File: src/hdl/depth_to_jet_colour_macros.svh
// assertion macros shared by the depth to jet colour block
`ifndef DEPTH_TO_JET_COLOUR_MACROS_SVH
`define DEPTH_TO_JET_COLOUR_MACROS_SVH

// same-cycle implication, checked outside reset
`define DTJ_ASSERT_NOW(label, clk, rstn, ante, cons, msg) \
    label: assert property (@(posedge clk) disable iff (!(rstn)) (ante) |-> (cons)) \
        else $error(msg);

// next-cycle implication, checked outside reset
`define DTJ_ASSERT_NEXT(label, clk, rstn, ante, cons, msg) \
    label: assert property (@(posedge clk) disable iff (!(rstn)) (ante) |=> (cons)) \
        else $error(msg);

`endif

File: src/hdl/dtj_pkg.sv
// shared types and codes for the depth to jet colour block
package dtj_pkg;

    // what the back end has to do with one colour item
    typedef enum logic [1:0] {
        KIND_ZERO,
        KIND_LOW,
        KIND_HIGH,
        KIND_DIV
    } kind_t;

    typedef struct packed {
        kind_t kind;
        logic  last;
    } item_ctl_t;

    typedef enum logic [1:0] {
        BK_IDLE,
        BK_DIV,
        BK_EMIT
    } back_state_t;

    localparam logic FUNC_SCAN   = 1'b0;
    localparam logic FUNC_COLOUR = 1'b1;

    localparam logic [7:0] ALPHA_OPAQUE = 8'd255;

    localparam int QUEUE_AW    = 2;
    localparam int QUEUE_DEPTH = 1 << QUEUE_AW;

endpackage

File: src/hdl/dtj_front.sv
// front end: input handshake, range scan and colour item classification
module dtj_front #(
    parameter int DEPTH_BITS = 16
) (
    input  logic                            aclk,
    input  logic                            aresetn,
    input  logic                            s_valid,
    output logic                            s_ready,
    input  logic                            s_func,
    input  logic signed [DEPTH_BITS-1:0]    s_depth,
    input  logic                            s_last,
    input  logic                            q_full,
    output logic                            q_push,
    output dtj_pkg::item_ctl_t              q_ctl,
    output logic [DEPTH_BITS-2:0]           q_diff,
    output logic [DEPTH_BITS-2:0]           q_range
);

    localparam int VB = DEPTH_BITS - 1;

    logic [VB-1:0] run_min_reg, run_min_next;
    logic [VB-1:0] run_max_reg, run_max_next;
    logic [VB-1:0] frame_min_reg, frame_min_next;
    logic [VB-1:0] frame_range_reg, frame_range_next;

    logic                         accept;
    logic                         depth_pos;
    logic [VB-1:0]                dval;
    logic [VB-1:0]                min_upd;
    logic [VB-1:0]                max_upd;
    logic signed [DEPTH_BITS-1:0] diff;

    assign s_ready   = !q_full;
    assign accept    = s_valid && s_ready;
    assign depth_pos = !s_depth[DEPTH_BITS-1] && (s_depth != '0);
    assign dval      = s_depth[VB-1:0];

    assign min_upd = (depth_pos && (dval < run_min_reg)) ? dval : run_min_reg;
    assign max_upd = (depth_pos && (dval > run_max_reg)) ? dval : run_max_reg;

    always_comb begin
        run_min_next     = run_min_reg;
        run_max_next     = run_max_reg;
        frame_min_next   = frame_min_reg;
        frame_range_next = frame_range_reg;
        if (accept && (s_func == dtj_pkg::FUNC_SCAN)) begin
            run_min_next = min_upd;
            run_max_next = max_upd;
            if (s_last) begin
                // latch the frame and restart the accumulators
                frame_min_next   = min_upd;
                frame_range_next = (max_upd >= min_upd) ? (max_upd - min_upd) : '0;
                run_min_next     = '1;
                run_max_next     = '0;
            end
        end
    end

    always_ff @(posedge aclk) begin
        if (!aresetn) begin
            run_min_reg     <= '1;
            run_max_reg     <= '0;
            frame_min_reg   <= '0;
            frame_range_reg <= '0;
        end else begin
            run_min_reg     <= run_min_next;
            run_max_reg     <= run_max_next;
            frame_min_reg   <= frame_min_next;
            frame_range_reg <= frame_range_next;
        end
    end

    // distance above the frame minimum, only meaningful for positive depth
    assign diff = signed'({1'b0, dval}) - signed'({1'b0, frame_min_reg});

    always_comb begin
        q_ctl.last = s_last;
        if (!depth_pos || (frame_range_reg == '0)) begin
            q_ctl.kind = dtj_pkg::KIND_ZERO;
        end else if (diff[DEPTH_BITS-1] || (diff == '0)) begin
            q_ctl.kind = dtj_pkg::KIND_LOW;
        end else if (diff[VB-1:0] >= frame_range_reg) begin
            q_ctl.kind = dtj_pkg::KIND_HIGH;
        end else begin
            q_ctl.kind = dtj_pkg::KIND_DIV;
        end
    end

    assign q_push  = accept && (s_func == dtj_pkg::FUNC_COLOUR);
    assign q_diff  = diff[VB-1:0];
    assign q_range = frame_range_reg;

endmodule

File: src/hdl/dtj_queue.sv
// small first-in first-out queue between front and back end
module dtj_queue #(
    parameter int WIDTH = 32
) (
    input  logic             aclk,
    input  logic             aresetn,
    input  logic             push,
    input  logic [WIDTH-1:0] push_data,
    output logic             full,
    input  logic             pop,
    output logic [WIDTH-1:0] pop_data,
    output logic             empty
);

    localparam int AW = dtj_pkg::QUEUE_AW;

    logic [WIDTH-1:0] mem_reg [dtj_pkg::QUEUE_DEPTH];
    logic [AW-1:0]    wr_ptr_reg, wr_ptr_next;
    logic [AW-1:0]    rd_ptr_reg, rd_ptr_next;
    logic [AW:0]      count_reg, count_next;
    logic             do_push;
    logic             do_pop;

    assign full     = (count_reg == (AW+1)'(dtj_pkg::QUEUE_DEPTH));
    assign empty    = (count_reg == '0);
    assign do_push  = push && !full;
    assign do_pop   = pop && !empty;
    assign pop_data = mem_reg[rd_ptr_reg];

    always_comb begin
        wr_ptr_next = do_push ? (wr_ptr_reg + 1'b1) : wr_ptr_reg;
        rd_ptr_next = do_pop ? (rd_ptr_reg + 1'b1) : rd_ptr_reg;
        count_next  = count_reg;
        if (do_push && !do_pop) begin
            count_next = count_reg + 1'b1;
        end else if (do_pop && !do_push) begin
            count_next = count_reg - 1'b1;
        end
    end

    always_ff @(posedge aclk) begin
        if (!aresetn) begin
            wr_ptr_reg <= '0;
            rd_ptr_reg <= '0;
            count_reg  <= '0;
        end else begin
            wr_ptr_reg <= wr_ptr_next;
            rd_ptr_reg <= rd_ptr_next;
            count_reg  <= count_next;
        end
    end

    always_ff @(posedge aclk) begin
        if (do_push) begin
            mem_reg[wr_ptr_reg] <= push_data;
        end
    end

endmodule

File: src/hdl/dtj_back.sv
// back end: bit-serial ratio divider, tent colour ramp and output register
module dtj_back #(
    parameter int DEPTH_BITS = 16,
    parameter int FRAC_BITS  = 16
) (
    input  logic                  aclk,
    input  logic                  aresetn,
    input  logic                  q_empty,
    input  dtj_pkg::item_ctl_t    q_ctl,
    input  logic [DEPTH_BITS-2:0] q_diff,
    input  logic [DEPTH_BITS-2:0] q_range,
    output logic                  q_pop,
    output logic                  m_valid,
    input  logic                  m_ready,
    output logic [31:0]           m_rgba,
    output logic                  m_last
);

    localparam int VB    = DEPTH_BITS - 1;
    localparam int F     = FRAC_BITS;
    localparam int VW    = F + 3;
    localparam int CNT_W = $clog2(F);

    localparam logic signed [VW-1:0] Q1   = VW'(1 << (F - 2));
    localparam logic signed [VW-1:0] Q3   = VW'(3 << (F - 2));
    localparam logic signed [VW-1:0] HALF = VW'(1 << (F - 1));
    localparam logic [F:0]           ONE  = (F+1)'(1 << F);

    dtj_pkg::back_state_t state_reg, state_next;

    logic [F:0]       u_reg, u_next;
    logic [VB-1:0]    rem_reg, rem_next;
    logic [VB-1:0]    den_reg, den_next;
    logic [F-1:0]     quo_reg, quo_next;
    logic [CNT_W-1:0] cnt_reg, cnt_next;
    logic             zero_reg, zero_next;
    logic             last_reg, last_next;
    logic             m_valid_reg, m_valid_next;
    logic [31:0]      m_rgba_reg, m_rgba_next;
    logic             m_last_reg, m_last_next;

    logic             out_free;
    logic             div_done;
    logic             emit;
    logic [VB:0]      shifted;
    logic [VB:0]      trial;
    logic signed [VW-1:0] u_ext;
    logic [7:0]       red, green, blue;

    // floor(255 * tent(v)) with v in signed fixed point
    function automatic logic [7:0] tent(input logic signed [VW-1:0] v);
        logic signed [VW-1:0] b;
        logic [F+8:0]         prod;
        if (v <= -Q3) begin
            b = '0;
        end else if (v <= -Q1) begin
            b = (v + Q3) <<< 1;
        end else if (v <= Q1) begin
            b = signed'(VW'(ONE));
        end else if (v <= Q3) begin
            b = (Q3 - v) <<< 1;
        end else begin
            b = '0;
        end
        prod = ({8'd0, b[F:0]} << 8) - {8'd0, b[F:0]};
        return prod[F+7:F];
    endfunction

    assign out_free = !m_valid_reg || m_ready;
    assign div_done = (cnt_reg == CNT_W'(F - 1));

    // next state
    always_comb begin
        state_next = state_reg;
        unique case (state_reg)
            dtj_pkg::BK_IDLE: begin
                if (!q_empty) begin
                    state_next = (q_ctl.kind == dtj_pkg::KIND_DIV) ? dtj_pkg::BK_DIV
                                                                   : dtj_pkg::BK_EMIT;
                end
            end
            dtj_pkg::BK_DIV: begin
                if (div_done) begin
                    state_next = dtj_pkg::BK_EMIT;
                end
            end
            dtj_pkg::BK_EMIT: begin
                if (out_free) begin
                    state_next = dtj_pkg::BK_IDLE;
                end
            end
            default: state_next = dtj_pkg::BK_IDLE;
        endcase
    end

    // state outputs
    always_comb begin
        q_pop = 1'b0;
        emit  = 1'b0;
        unique case (state_reg)
            dtj_pkg::BK_IDLE: q_pop = !q_empty;
            dtj_pkg::BK_DIV:  q_pop = 1'b0;
            dtj_pkg::BK_EMIT: emit  = out_free;
            default: begin
                q_pop = 1'b0;
                emit  = 1'b0;
            end
        endcase
    end

    // one quotient bit per cycle, remainder always below the range
    assign shifted = {rem_reg, 1'b0};
    assign trial   = shifted - {1'b0, den_reg};

    assign u_ext = signed'({2'b00, u_reg});
    assign red   = tent(u_ext - HALF);
    assign green = tent(u_ext);
    assign blue  = tent(u_ext + HALF);

    always_comb begin
        u_next       = u_reg;
        rem_next     = rem_reg;
        den_next     = den_reg;
        quo_next     = quo_reg;
        cnt_next     = cnt_reg;
        zero_next    = zero_reg;
        last_next    = last_reg;
        m_valid_next = m_valid_reg;
        m_rgba_next  = m_rgba_reg;
        m_last_next  = m_last_reg;

        if (q_pop) begin
            last_next = q_ctl.last;
            zero_next = (q_ctl.kind == dtj_pkg::KIND_ZERO);
            u_next    = (q_ctl.kind == dtj_pkg::KIND_HIGH) ? ONE : '0;
            rem_next  = q_diff;
            den_next  = q_range;
            quo_next  = '0;
            cnt_next  = '0;
        end

        if (state_reg == dtj_pkg::BK_DIV) begin
            if (shifted >= {1'b0, den_reg}) begin
                rem_next = trial[VB-1:0];
                quo_next = {quo_reg[F-2:0], 1'b1};
            end else begin
                rem_next = shifted[VB-1:0];
                quo_next = {quo_reg[F-2:0], 1'b0};
            end
            cnt_next = cnt_reg + 1'b1;
            if (div_done) begin
                u_next = {1'b0, quo_next};
            end
        end

        if (m_valid_reg && m_ready) begin
            m_valid_next = 1'b0;
        end
        if (emit) begin
            m_valid_next = 1'b1;
            m_last_next  = last_reg;
            m_rgba_next  = zero_reg ? 32'd0 : {dtj_pkg::ALPHA_OPAQUE, blue, green, red};
        end
    end

    always_ff @(posedge aclk) begin
        if (!aresetn) begin
            state_reg   <= dtj_pkg::BK_IDLE;
            m_valid_reg <= 1'b0;
        end else begin
            state_reg   <= state_next;
            m_valid_reg <= m_valid_next;
        end
    end

    always_ff @(posedge aclk) begin
        u_reg      <= u_next;
        rem_reg    <= rem_next;
        den_reg    <= den_next;
        quo_reg    <= quo_next;
        cnt_reg    <= cnt_next;
        zero_reg   <= zero_next;
        last_reg   <= last_next;
        m_rgba_reg <= m_rgba_next;
        m_last_reg <= m_last_next;
    end

    assign m_valid = m_valid_reg;
    assign m_rgba  = m_rgba_reg;
    assign m_last  = m_last_reg;

endmodule

File: src/hdl/depth_to_jet_colour.sv
// depth_to_jet_colour: two-pass auto-ranging jet colour map for a depth stream
//
// s_axis carries one depth sample per transaction; tuser selects the pass
// (0 = scan, 1 = colour) and tlast marks the final pixel of the frame.
// a scan transaction updates the running minimum and maximum of positive
// depths; the scan transaction with tlast latches the frame minimum and range.
// a colour transaction produces one RGBA pixel on m_axis, tlast copied through.
// scan transactions produce nothing.
// a colour transaction goes through a four-entry queue into the back end;
// depths that need the ratio (d - min) / range pass through the
// one-bit-per-cycle divider before the output register; clamped or
// invalid pixels skip the divider.
// the back end handles one colour item at a time, so it takes no new
// item from the queue before the last one has gone to the output register.
// when the receiver stalls the output register holds its pixel, the back end
// waits, the queue fills and s_axis_tready drops once it is full.
// reset (aresetn low, synchronous) empties the queue and output register,
// sets frame minimum and range to zero and restarts the accumulators.
`include "depth_to_jet_colour_macros.svh"

module depth_to_jet_colour #(
    parameter int DEPTH_BITS = 16,
    parameter int FRAC_BITS  = 16
) (
    input  logic                                aclk,
    input  logic                                aresetn,
    // slave side: depth samples
    input  logic                                s_axis_tvalid,
    output logic                                s_axis_tready,
    input  logic [((DEPTH_BITS+7)/8)*8-1:0]     s_axis_tdata,  // depth, zero padded
    input  logic                                s_axis_tuser,  // func
    input  logic                                s_axis_tlast,  // last
    // master side: colour pixels
    output logic                                m_axis_tvalid,
    input  logic                                m_axis_tready,
    output logic [31:0]                         m_axis_tdata,  // red, green, blue, alpha
    output logic                                m_axis_tlast   // frame_end
);

    localparam int VB = DEPTH_BITS - 1;
    localparam int QW = $bits(dtj_pkg::item_ctl_t) + 2 * VB;

    // front to queue
    logic                       f_push;
    dtj_pkg::item_ctl_t         f_ctl;
    logic [VB-1:0]              f_diff;
    logic [VB-1:0]              f_range;
    logic                       q_full;

    // queue to back
    logic [QW-1:0]              q_data;
    logic                       q_empty;
    logic                       q_pop;
    dtj_pkg::item_ctl_t         b_ctl;
    logic [VB-1:0]              b_diff;
    logic [VB-1:0]              b_range;

    logic signed [DEPTH_BITS-1:0] s_depth;

    assign s_depth = signed'(s_axis_tdata[DEPTH_BITS-1:0]);

    dtj_front #(
        .DEPTH_BITS(DEPTH_BITS)
    ) u_front (
        .aclk    (aclk),
        .aresetn (aresetn),
        .s_valid (s_axis_tvalid),
        .s_ready (s_axis_tready),
        .s_func  (s_axis_tuser),
        .s_depth (s_depth),
        .s_last  (s_axis_tlast),
        .q_full  (q_full),
        .q_push  (f_push),
        .q_ctl   (f_ctl),
        .q_diff  (f_diff),
        .q_range (f_range)
    );

    dtj_queue #(
        .WIDTH(QW)
    ) u_queue (
        .aclk      (aclk),
        .aresetn   (aresetn),
        .push      (f_push),
        .push_data ({f_ctl, f_diff, f_range}),
        .full      (q_full),
        .pop       (q_pop),
        .pop_data  (q_data),
        .empty     (q_empty)
    );

    assign {b_ctl, b_diff, b_range} = q_data;

    dtj_back #(
        .DEPTH_BITS(DEPTH_BITS),
        .FRAC_BITS (FRAC_BITS)
    ) u_back (
        .aclk    (aclk),
        .aresetn (aresetn),
        .q_empty (q_empty),
        .q_ctl   (b_ctl),
        .q_diff  (b_diff),
        .q_range (b_range),
        .q_pop   (q_pop),
        .m_valid (m_axis_tvalid),
        .m_ready (m_axis_tready),
        .m_rgba  (m_axis_tdata),
        .m_last  (m_axis_tlast)
    );

    // scan transactions never reach the queue
    `DTJ_ASSERT_NOW(a_scan_no_push, aclk, aresetn, s_axis_tvalid && s_axis_tready && (s_axis_tuser == dtj_pkg::FUNC_SCAN), !f_push, "scan item entered the queue")
    // the front never pushes into a full queue
    `DTJ_ASSERT_NOW(a_no_overflow, aclk, aresetn, f_push, !q_full, "push into full queue")
    // the back end takes one item and works on it before taking another
    `DTJ_ASSERT_NEXT(a_single_pop, aclk, aresetn, q_pop, !q_pop, "back end popped twice in a row")
    // a transparent pixel is all black
    `DTJ_ASSERT_NOW(a_zero_pixel, aclk, aresetn, m_axis_tvalid && (m_axis_tdata[31:24] != dtj_pkg::ALPHA_OPAQUE), m_axis_tdata == 32'd0, "invalid pixel carries colour")

endmodule
File: config.mk
export PLATFORM = sky130hd
export DESIGN_NAME = depth_to_jet_colour
export DESIGN_NICKNAME = d
export VERILOG_FILES = /design/src/hdl/dtj_pkg.sv /design/src/hdl/dtj_front.sv /design/src/hdl/dtj_queue.sv /design/src/hdl/dtj_back.sv /design/src/hdl/depth_to_jet_colour.sv
export VERILOG_INCLUDE_DIRS = /design/src /design/src/hdl
export SDC_FILE = /design/constraint.sdc
export NUM_CORES = 1
export LEC_CHECK = 0
export BUFFER_PORTS_ARGS = -buffer_cell sky130_fd_sc_hd__clkbuf_2
export CAP_MARGIN = 20
export CORE_MARGIN = 8
export CORE_UTILIZATION = 63
export CTS_CLUSTER_DIAMETER = 80
export DETAILED_ROUTE_END_ITERATION = 8
export PLACE_DENSITY = 0.82
export SLEW_MARGIN = 20
export SYNTH_ARGS = -nofsm -noshare
export SYNTH_HDL_FRONTEND = slang
export SYNTH_HIERARCHICAL = 1
export SYNTH_SLANG_ARGS = --single-unit
File: constraint.sdc
create_clock -name aclk -period 7.06 [get_ports aclk]
set_clock_uncertainty 0.2 [all_clocks]
set_input_delay 0 -clock aclk [delete_from_list [all_inputs] [get_ports aclk]]
set_output_delay 0 -clock aclk [all_outputs]
set_load 0.02 [all_outputs]
==> impl_metrics.tcl, run 1 <==
set metrics [dict create \
    clkTransAtPathRegs_ns 0.06 \
    seq_area_frac_synth_pct 47.5 \
    async_flop_share_pct 0 \
    drtAntennaViolNets 0 \
    hp-class "in2reg" \
    avgSynthCellArea_um2 10.9 \
    critPathLaunchType "register" \
    nets 1762 \
    cts_tree "yes" \
    layout_commonest_cell "edfxtp_1" \
    hold_start "s_axis_tdata[0]" \
    core_area_um2 26700 \
    layout-drive-gt1-share_pct 12.5 \
    synth_edf_count 209 \
    min_period_ns 5.69 \
    drt_wl_total_mm 41.2 \
    final_area_um2 18800 \
    cp_slowest_cell "or4_1" \
    hold_viol 0 \
    placed_area_um2 17400 \
    fp.dieH_um 180 \
    worstMarginPinSlew_ns 1.12 \
    drtIter0Drc 1237 \
    dieArea_um2 32400 \
    place_ws_ns 1.48 \
    cts_max_level 2 \
    clock-sinks 298 \
    fin_crit_sh_pct 80.6 \
    cts_made_buffers 34 \
    cts_buffer_depth 3 \
    crit_chain "inv_1, ha_1, or4b_1, or4_1, a41oi_4, nor3_2, a22oi_1, ha_1, a21o_1, a21o_1, o211ai_1, a21oi_1, a21o_4, nand2b_2, mux2_1" \
    n_antenna_cell 0 \
    grt_antenna_before_repair 0 \
    nFillCells 1894 \
    vias 12500 \
    overflow 0 \
    dp_hpwl_mm 27.6 \
    startpoint "u_back/u_reg[0]" \
    rsz0062_at_grt "false" \
    io_pins 57 \
    peakVddDrop_v 0.000198 \
    fmax_ghz 0.176 \
    crit_path_end_kind "register" \
    ctsResizeCount 0 \
    largest_register_ffs 132 \
    finalWorstSetupSlack_ns 1.37 \
    cp_data_required_time_ns 7.12 \
    ys_seq_elements 298 \
    clockRootBuffer "clkbuf_16" \
    finalSetupViolCount 0 \
    synth_nets 1705 \
    rows 60 \
    crit_fanout 16 \
    status "complete, no violations" \
    slew_violations 0 \
    critPathMaxStageDelay_ns 0.78 \
    areaGrowthSynthToFinish_pct 10.8 \
    grt_pass1_wl_mm 65.7 \
    syn-cell-area_um2 17000 \
    leakagePower_nw 7.57 \
    r2r-start "u_back/u_reg[0]" \
    vias_per_cell 6.35 \
    arrival_ns 5.75 \
    grt_max_degree 34 \
    gp_congestion 0.919 \
    synth_cell_types 93 \
    layout_common_cells "edfxtp_1 (209), nand2_1 (131), ha_1 (125)" \
    netlist_instances 1554 \
    worstSkewPairLatency_ns 0.53 \
    fin_setup_tns_ns 0 \
    maxCapViolCount 0 \
    drt_pass1_iterations 5 \
    dieWidth_um 180 \
    track_usage_pct 24.8 \
    max-slew-margin-rel_pct 25.7 \
    ys.flop_type "edfxtp_1" \
    path_class "reg2reg" \
    wire_per_inst_um 20.8 \
    drc 0 \
    start_util_pct 63.4 \
    port_buffers 56 \
    yosysWarnings 6 \
    power_density_nw_per_um2 366 \
    grt_pass1_vias 12400 \
]
## synth_stat cells (12+ instances only)
| cell | number | area (um2) |
|---|---|---|
| o21ai_0 | 84 | 420 |
| xnor2_1 | 34 | 298 |
| nand2b_1 | 12 | 75.1 |
| o21a_1 | 16 | 120 |
| a31oi_1 | 12 | 75.1 |
| nor4_1 | 13 | 81.3 |
| a22o_1 | 32 | 280 |
| edfxtp_1 | 209 | 6280 |
| nor2_1 | 95 | 357 |
| nor2b_1 | 18 | 113 |
| o211ai_1 | 20 | 150 |
| mux2i_1 | 30 | 300 |
| nand3_1 | 13 | 65.1 |
| nand2_1 | 131 | 492 |
| a21o_1 | 36 | 270 |
| nor3_1 | 29 | 145 |
| ha_1 | 125 | 1560 |
| inv_1 | 115 | 432 |
| mux2_2 | 17 | 191 |
| mux4_2 | 30 | 676 |
| xor2_1 | 22 | 193 |
| a21oi_1 | 92 | 460 |
| clkbuf_1 | 45 | 169 |
| dfxtp_1 | 89 | 1780 |
| and2_1 | 36 | 225 |
| nand4_1 | 16 | 100 |
## repair_timing
action | 4_1_cts | 5_1_grt
hold endpoints to repair | 62 | 0
hold buffers | 24 | 0
buffers inserted | 0 | 0
## logic make-up after synthesis
kind of cell    after synthesis  synth area share (%)
flops                       298                  47.5
fa+ha+maj                   129                  9.70
compound gates              388                  15.6
simple gates                413                  11.9
buf+inv                     189                  4.97
xor+xnor                     56                  2.89
mux                          81                  7.42
## cell type report
cell class / instances / area, um2 / share of cell area [%]
Sequential cell: 298 / 8060 / 42.9
Tap cell: 341 / 427 / 2.27
Clock inverter: 16 / 209 / 1.11
Multi-Input combinational cell: 1067 / 8100 / 43.1
Timing Repair Buffer: 94 / 626 / 3.33
Clock buffer: 45 / 932 / 4.96
Inverter: 116 / 435 / 2.32
## routing by layer
| layer | wire length [um] | global-route usage [%] |
|---|---|---|
| met1 | 16800 | 30.2 |
| met2 | 20300 | 43.5 |
| met3 | 2530 | 3.97 |
| met4 | 1560 | 9.89 |
| met5 | 0 | 0 |
## worst paths after layout
kind,endpoint,slack (ns),cells past startpoint
worst min register to register,u_back/u_reg[3],0.27,2
worst min-delay path,u_front/run_min_reg[0],0.15,4
worst max-delay path,u_back/m_rgba[3],1.37,15
worst max register to register,u_back/m_rgba[3],1.37,15
## where the power goes
group,leakage (nW),internal [mW],switching [mW]
registers,2.74,2.33,0.168
clock network,0.551,1.05,0.720
logic,4.27,1.01,1.59
total,7.57,4.39,2.48
## worst max-delay path, delay by kind of cell, from the launching register on
kind                     cells  cell delay, ns
AO/OA/AOI/OAI                7            1.87
flip-flops                   1            0.35
multiplexers                 1            0.32
AND/OR/NAND/NOR              4            1.85
buffers and inverters        1            0.17
adder cells (fa/ha/maj)      2            0.68
## per-stage QoR
stage	total power, mW	instances	hold slack [ns]	utilization, %
2_1_floorplan	4.43	1554	-0.0783	-
3_3_place_gp	4.94	1892	0.113	65.0
3_5_place_dp	5.03	1892	0.122	65.1
4_1_cts	6.86	1977	0.139	70.2
5_1_grt	7.24	1977	0.163	70.3
6_report	6.87	1977	0.154	70.3
(Power assumes the default switching activity.)
==> inputs of run 2 (changes only) <==
--- a/config.mk
+++ b/config.mk
@@ -9,10 +9,10 @@
 export BUFFER_PORTS_ARGS = -buffer_cell sky130_fd_sc_hd__clkbuf_2
 export CAP_MARGIN = 20
 export CORE_MARGIN = 8
-export CORE_UTILIZATION = 63
+export CORE_UTILIZATION = 57
 export CTS_CLUSTER_DIAMETER = 80
 export DETAILED_ROUTE_END_ITERATION = 8
-export PLACE_DENSITY = 0.82
+export PLACE_DENSITY = 0.78
 export SLEW_MARGIN = 20
 export SYNTH_ARGS = -nofsm -noshare
 export SYNTH_HDL_FRONTEND = slang
==> constraint.sdc (replaced) <==
create_clock -name aclk -period 4.6 [get_ports aclk]
set_clock_uncertainty 0.2 [all_clocks]
set_input_delay 0 -clock aclk [delete_from_list [all_inputs] [get_ports aclk]]
set_output_delay 0 -clock aclk [all_outputs]
set_load 0.02 [all_outputs]
==> impl_metrics.tcl, run 2 (synthesis results as in run 1) <==
set metrics [dict create \
    status "complete, no violations" \
    wire_per_inst_um 20.1 \
    core_area_um2 29500 \
    dp_cells 2018 \
    timing.reg2reg.setup_slack_ns 0.05 \
    cts_made_buffers 31 \
    drtIter0Drc 1062 \
    multiInputGateArea_um2 8400 \
    fin_crit_sh_pct 98.8 \
    min_period_ns 4.55 \
    nFillCells 2187 \
    utilization_pct 67.5 \
    fmax_ghz 0.220 \
    start_util_pct 57.5 \
    nets 1859 \
    cp_slowest_cell "or4_4" \
    areaGrowthSynthToFinish_pct 17.3 \
    path_class "reg2reg" \
    layout_commonest_cell "edfxtp_1" \
    cts_tree "yes" \
    power_density_nw_per_um2 548 \
    crit_path_end_kind "register" \
    final_area_um2 19900 \
    grt_pass1_vias 12600 \
    timing.rr.end "u_back/m_rgba[22]" \
    gp_congestion 0.904 \
    hold_viol 0 \
    clockRootBuffer "clkbuf_16" \
    dieWidth_um 188 \
    vias 12900 \
    cp_data_required_time_ns 4.69 \
    slew_violations 0 \
    largest_register_ffs 132 \
    rsz0062_at_grt "true" \
    maxCapViolCount 0 \
    max-slew-margin-rel_pct 36.0 \
    vias_per_cell 6.07 \
    hold_slack_ns 0.0893 \
    layout.cells.non_filler 2123 \
    dieArea_um2 35500 \
    overflow 0 \
    grt_pass1_wl_mm 67.1 \
    hp-class "in2reg" \
    port_buffers 56 \
    dp_hpwl_mm 30.0 \
    track_usage_pct 23.1 \
    fp.dieH_um 188 \
    arrival_ns 4.63 \
    grt_antenna_before_repair 2 \
    drt_wl_total_mm 42.6 \
    worstSkewPairLatency_ns 0.58 \
    clock-sinks 298 \
    cts_max_level 1 \
    io_pins 57 \
    hold_path_end "u_queue/mem_reg[2][30]" \
    r2r-start "u_back/u_reg[1]" \
    peakVddDrop_v 0.000350 \
    finalSetupViolCount 0 \
    worstMarginPinSlew_ns 0.960 \
    clkTransAtPathRegs_ns 0.06 \
    critPathMaxStageDelay_ns 0.64 \
    placed_area_um2 18100 \
    layout-drive-gt1-share_pct 20.6 \
    drtAntennaViolNets 0 \
    hold_start "s_axis_tlast" \
    crit_chain "inv_4, ha_4, or4b_4, or4_4, a311oi_4, buf_6, nand2_4, ha_4, a21o_1, a21oi_1, nor2_1, nor2_1, o21a_1, o2111a_1, and2_4, mux2_4, nand2_1, a21oi_1" \
    critPathTopFamily "simple AND/OR/NAND/NOR gates" \
    regArea_um2 8070 \
    fin_setup_tns_ns 0 \
    leakagePower_nw 8.11 \
    n_antenna_cell 0 \
    crit_buf_inv 2 \
    drc 0 \
    layout_common_cells "edfxtp_1 (209), nand2_1 (129), ha_1 (117)" \
    grt_max_degree 35 \
    drt_pass1_iterations 5 \
    crit_fanout 6 \
    hold_path_depth 2 \
    critPathLaunchType "register" \
    rows 63 \
    r2r_cells 18 \
    cts_buffer_depth 3 \
]
==> run 2: cell types whose count changed in the layout (fill, tap and decap cells not counted), sizes merged <==
| cell | before | now |
|---|---|---|
| buf | 14 | 112 |
| bufinv | 3 | 5 |
| clkbuf | 101 | 91 |
| clkinv | 11 | 12 |
| clkinvlp | 2 | 3 |
| dlygate4sd3 | 24 | 25 |
| inv | 116 | 120 |
==> run 2: area by class of cell <==
| cell class | count | area share (%) |
|---|---|---|
| Clock buffer | 34 | 3.96 |
| Clock inverter | 24 | 1.51 |
| Inverter | 116 | 2.21 |
| Multi-Input combinational cell | 1067 | 42.2 |
| Sequential cell | 298 | 40.6 |
| Tap cell | 390 | 2.45 |
| Timing Repair Buffer | 194 | 7.08 |
==> run 2: worst register-to-register path: stages (launching register included) <==
cell	delay, ns
dfxtp_4	0.36
inv_4	0.06
ha_4	0.12
or4b_4	0.47
or4_4	0.64
a311oi_4	0.38
buf_6	0.18
nand2_4	0.06
ha_4	0.28
a21o_1	0.18
a21oi_1	0.13
nor2_1	0.06
nor2_1	0.17
o21a_1	0.15
o2111a_1	0.25
and2_4	0.17
mux2_4	0.29
nand2_1	0.07
a21oi_1	0.06
==> run 2: per-layer routing <==
metal / track usage (%) / vias to the layer above / wire length (um)
met5: 0 / - / 15
met4: 8.63 / 2 / 1520
met3: 3.20 / 120 / 2570
met2: 41.3 / 497 / 21500
met1: 28.0 / 6215 / 17000
li1: - / 6062 / -
==> run 2: worst max-delay path by stage <==
stage,to,cells past startpoint,startpoint
final,u_back/m_rgba[22],18,u_back/u_reg[1]
after global routing,u_back/m_rgba[20],15,u_back/u_reg[1]
after CTS,u_back/m_rgba[7],17,u_back/u_reg[1]
after detailed placement,u_back/m_rgba[7],17,u_back/u_reg[1]
after global placement,u_back/m_rgba[22],17,u_back/u_reg[1]
after floorplan,u_back/m_rgba[22],22,u_back/u_reg[0]
==> run 2: repair_timing <==
item | in CTS | in global routing
pin swaps | 1 | 20
gates cloned | 0 | 1
setup endpoints to repair | 15 | 40
endpoints found under the hold margin | 66 | 0
setup buffers | 1 | 20
hold buffers | 25 | 0
resized for setup | 3 | 58
==> run 2: power breakdown <==
part	internal, mW	leakage [nW]	switching [mW]	total, mW
sequential	3.57	2.74	0.270	3.84
clock	1.54	0.533	1.09	2.63
combinational	1.87	4.83	2.55	4.42
total	6.98	8.11	3.91	10.9
==> run 2: per-stage QoR <==
stage               power (mW)  worst slack (ns)
finish                    10.9            0.0542
global route              11.5           -0.0807
CTS                       10.7          0.000151
detailed placement        7.95            0.0120
global placement          7.83            0.0752
floorplan                 6.87           -0.0721
